## src/design/segment_intersection_macros.svh

```systemverilog
// assertion macros used by segment_intersection
`ifndef SEGMENT_INTERSECTION_MACROS_SVH
`define SEGMENT_INTERSECTION_MACROS_SVH

// implication checked at every clock edge outside reset
`define SI_ASSERT_IMP(label, cond, prop, msg) \
  label: assert property (@(posedge clk) disable iff (rst) (cond) |-> (prop)) \
    else $error(msg);

// implication whose consequent is checked in the next cycle
`define SI_ASSERT_NEXT(label, cond, prop, msg) \
  label: assert property (@(posedge clk) disable iff (rst) (cond) |=> (prop)) \
    else $error(msg);

`endif

```

## src/design/segint_pkg.sv

```systemverilog
package segint_pkg;
  localparam int COORD_BITS_DEF = 16;
  localparam int FRAC_BITS_DEF  = 4;
  localparam int QUOT_MARGIN    = 2;

  // flags that travel with a pair down the pipeline
  typedef struct packed {
    logic hit;
    logic degenerate;
    logic neg_x;
    logic neg_y;
  } seg_flags_t;
endpackage

```

## src/design/segint_div.sv

```systemverilog
// pipelined restoring divider, one quotient bit per stage; magnitudes in, magnitude out
module segint_div
  import segint_pkg::*;
#(
  parameter int NUM_BITS = 64,
  parameter int DEN_BITS = 40,
  parameter int Q_BITS   = 18
) (
  input  logic                clk,
  input  logic                en,
  input  logic [NUM_BITS-1:0] num,
  input  logic [DEN_BITS-1:0] den,
  output logic [Q_BITS-1:0]   quot
);
  localparam int RB = DEN_BITS + 1;

  // numerator bits below Q_BITS only contribute, upper part is assumed to give a small quotient
  logic [NUM_BITS-1:0] n_s [Q_BITS+1];
  logic [DEN_BITS-1:0] d_s [Q_BITS+1];
  logic [RB-1:0]       r_s [Q_BITS+1];
  logic [Q_BITS-1:0]   q_s [Q_BITS+1];

  assign n_s[0] = num;
  assign d_s[0] = den;
  assign q_s[0] = '0;
  // the quotient fits Q_BITS, so the top bits form the initial remainder
  assign r_s[0] = RB'(num >> Q_BITS);

  for (genvar i = 0; i < Q_BITS; i++) begin : g_stage
    logic [RB:0]   trial;
    logic [RB-1:0] r_next;
    logic          take;
    always_comb begin
      trial  = {r_s[i], n_s[i][Q_BITS-1-i]} - {2'b0, d_s[i]};
      take   = !trial[RB];
      r_next = take ? trial[RB-1:0] : {r_s[i][RB-2:0], n_s[i][Q_BITS-1-i]};
    end
    always_ff @(posedge clk) begin
      if (en) begin
        n_s[i+1] <= n_s[i];
        d_s[i+1] <= d_s[i];
        r_s[i+1] <= r_next;
        q_s[i+1] <= {q_s[i][Q_BITS-2:0], take};
      end
    end
  end

  assign quot = q_s[Q_BITS];
endmodule
```

## config.mk

```make
export PLATFORM = sky130hd
export DESIGN_NAME = segint_div
export DESIGN_NICKNAME = d
export VERILOG_FILES = /design/src/design/segment_intersection_macros.svh /design/src/design/segint_pkg.sv /design/src/design/segint_div.sv
export SDC_FILE = /design/constraint.sdc
export NUM_CORES = 2
export LEC_CHECK = 0
export BUFFER_PORTS_ARGS = -buffer_cell sky130_fd_sc_hd__clkbuf_2
export CORE_ASPECT_RATIO = 1.5
export CORE_UTILIZATION = 50
export DETAILED_ROUTE_END_ITERATION = 8
export PLACE_DENSITY = 0.64
export RECOVER_POWER = 50
export SLEW_MARGIN = 10
export SYNTH_ARGS = -nofsm -noshare
export SYNTH_HDL_FRONTEND = slang
export SYNTH_SLANG_ARGS = --single-unit
```

## constraint.sdc

```tcl
create_clock -name clk -period 11.3 [get_ports clk]
set_input_delay 0.565 -clock clk [delete_from_list [all_inputs] [get_ports clk]]
set_output_delay 0.565 -clock clk [all_outputs]
set_load 0.02 [all_outputs]
```

==> metrics <==
status finished, violations left; failing checks capacitance limit, slew limit; synth top area cells edfxtp_1, ha_1, mux2_2; Worst Hold Class input port to register; setup TNS 0 ns; Starting Density 0.503; # resized after CTS 0; unique cell type count in the Yosys netlist 91; number of iterations in the first detailed-routing pass 8; Synth Flop Type edfxtp_1; top cells by count, synth edfxtp_1, inv_1, ha_1; clock root buffer master clkbuf_16; Remaining Overflow, GRT 0; num ports 124; Remaining DRCs 0; # nets final 9810; Mapped Cells 8820; Multi-input gate area 0.0430 mm²; most numerous cell in the Yosys netlist edfxtp_1; Post CTS Setup Buffer Count 0; Seq. cell area 0.0511 mm²; worst-path maximum fanout 148; # rows 199; min Tclk post-route 7.93 ns; Synth Net Count 9662; maximum vdd drop 0.193 mV; maxcap violations 6; DRT iter0 DRCs 2762; final period utilization 0.702; Placeable Area 0.196 mm²; final hold vios 0; DIE HEIGHT 545 µm; largest net degree at the start of global routing 170; layout cell share with drive strength beyond 1 0.0863; initial antenna violation count 4; Area Growth Syn to Fin 9.62%; Slew Limit Fails 392; YS warnings 0; worst rel slew slack -4.04; Yosys top cell area share 0.519; Clock Sinks 1701; H-Tree Depth 4; Worst EP required 11.73 ns; WL per Instance 20.7 µm; post-synthesis register bit count 1701; first-pass GRT wire length 370000 µm; die width 364 µm; Post-Route WL 242000 µm; Worst setup EP type register; number of global-route vias before repair 70250; Avg Cell Area, Syn 11.2 µm²; hold_buf cts 66; leakage power 44.3 nW; CP arrival 8.36 ns; hpwl dp 190000 µm; pwr dens 303 mW/mm²; worst skew pair latency 0.84 ns; post-synthesis sequential area ratio 0.519; gp weighted congestion 0.963; Worst-Margin Slew 7.55 ns; Worst Setup Path Type input port to register; CTS tree done; Die ar. 0.199 mm²; Yosys top cell by area edfxtp_1; RSZ-0062 raised after global routing no; Mapped Area 0.0984 mm²; CTS Buf Count 179; worst hold slack 0.0629 ns; post-synthesis async set-or-reset flop share 0; Setup Skew 0.0534 ns; Highest Clock Rate 126 MHz; Vias 66527; vias per std cell 5.68; Startpoint Class input port; Antenna Violating Nets Remaining 0; port buffer count 118; Clk pin slew, worst setup/hold paths 0.06 ns; Post-synth EDFFs 1701; Final setup viols 0; CTS Buffer Depth 4; Total GRT Usage 0.241; Fillers 16607
## flip-flops by register name, summed over array words and instances (netlist names)
name  count
q_s     153
r_s     697
d_s     680
n_s     153
quot     18
## layout make-up
type,count,share of cell area
inverters,882,0.0307
diodes,5,0.000116
repair buffers,240,0.0151
multi-input cells,5964,0.399
clock buffers,208,0.0431
well taps,2613,0.0303
flip-flops and latches,1701,0.474
clock inverters,98,0.00842
## power breakdown
group,switching [W],internal (W),total [W],leakage (nW)
sequential,0.000979,0.00959,0.0106,16.7
combinational,0.00957,0.00689,0.0165,24.9
clock,0.00242,0.00330,0.00571,2.71
total,0.0130,0.0198,0.0327,44.3
## kinds of logic (layout without fill, tap and decap cells)
family / count (synthesis) / after routing / share of synthesized area
compound gates: 2463 / 2463 / 0.158
simple gates: 1784 / 1784 / 0.0855
flops: 1701 / 1701 / 0.519
buf+inv: 1155 / 1428 / 0.0459
fa+ha+maj: 736 / 736 / 0.0949
xor+xnor: 606 / 606 / 0.0544
mux: 375 / 375 / 0.0426
other cells: 0 / 5 / 0
## worst paths after layout
check / from / to / slack [ns] / cells past startpoint
max: en / d_s[273] / 3.37 / 4
min: num[19] / r_s[699] / 0.06 / 3
max reg2reg: d_s[246] / r_s[227] / 5.49 / 14
min reg2reg: n_s[902] / n_s[838] / 0.40 / 0
## layout by cell type, fill, tap and decap left out, types with 101 or more instances in the layout
cell type / netlist / routed
edfxtp_1: 1701 / 1701
nand3_1: 135 / 135
nand2_1: 674 / 674
nand4_1: 130 / 130
o21ai_0: 622 / 622
nor2_1: 363 / 363
a21o_1: 423 / 423
ha_1: 719 / 719
xnor2_1: 355 / 352
clkbuf_16: 0 / 182
o21a_1: 119 / 119
mux2_2: 341 / 341
xor2_1: 245 / 241
inv_1: 881 / 881
nor2b_1: 101 / 101
a21oi_1: 680 / 679
## metal layers
metal  GRT usage  vias up  routed length (µm)
li1            -    32654                   -
met2       0.509     1364              142000
met1       0.176    31714               69200
met3      0.0241      795                5780
met4       0.218        0               24700
met5           0        -                   0
## critical path, cell delays in order
cell      delay [ns]
buf_12          0.48
clkbuf_1        5.23
buf_4           1.07
buf_4           0.65
## per-stage QoR
step	instances	total power [W]	area [µm²]	setup slack [ns]	utilization
global placement	11334	0.0267	102000	5.36	0.520
floorplan	8820	0.0225	98400	7.76	-
global route	11710	0.0348	108000	2.61	0.551
finish	11711	0.0327	108000	3.37	0.551
CTS	11706	0.0329	108000	5.32	0.552
detailed placement	11334	0.0270	102000	5.34	0.520
Power figures use the tool's default switching activity.
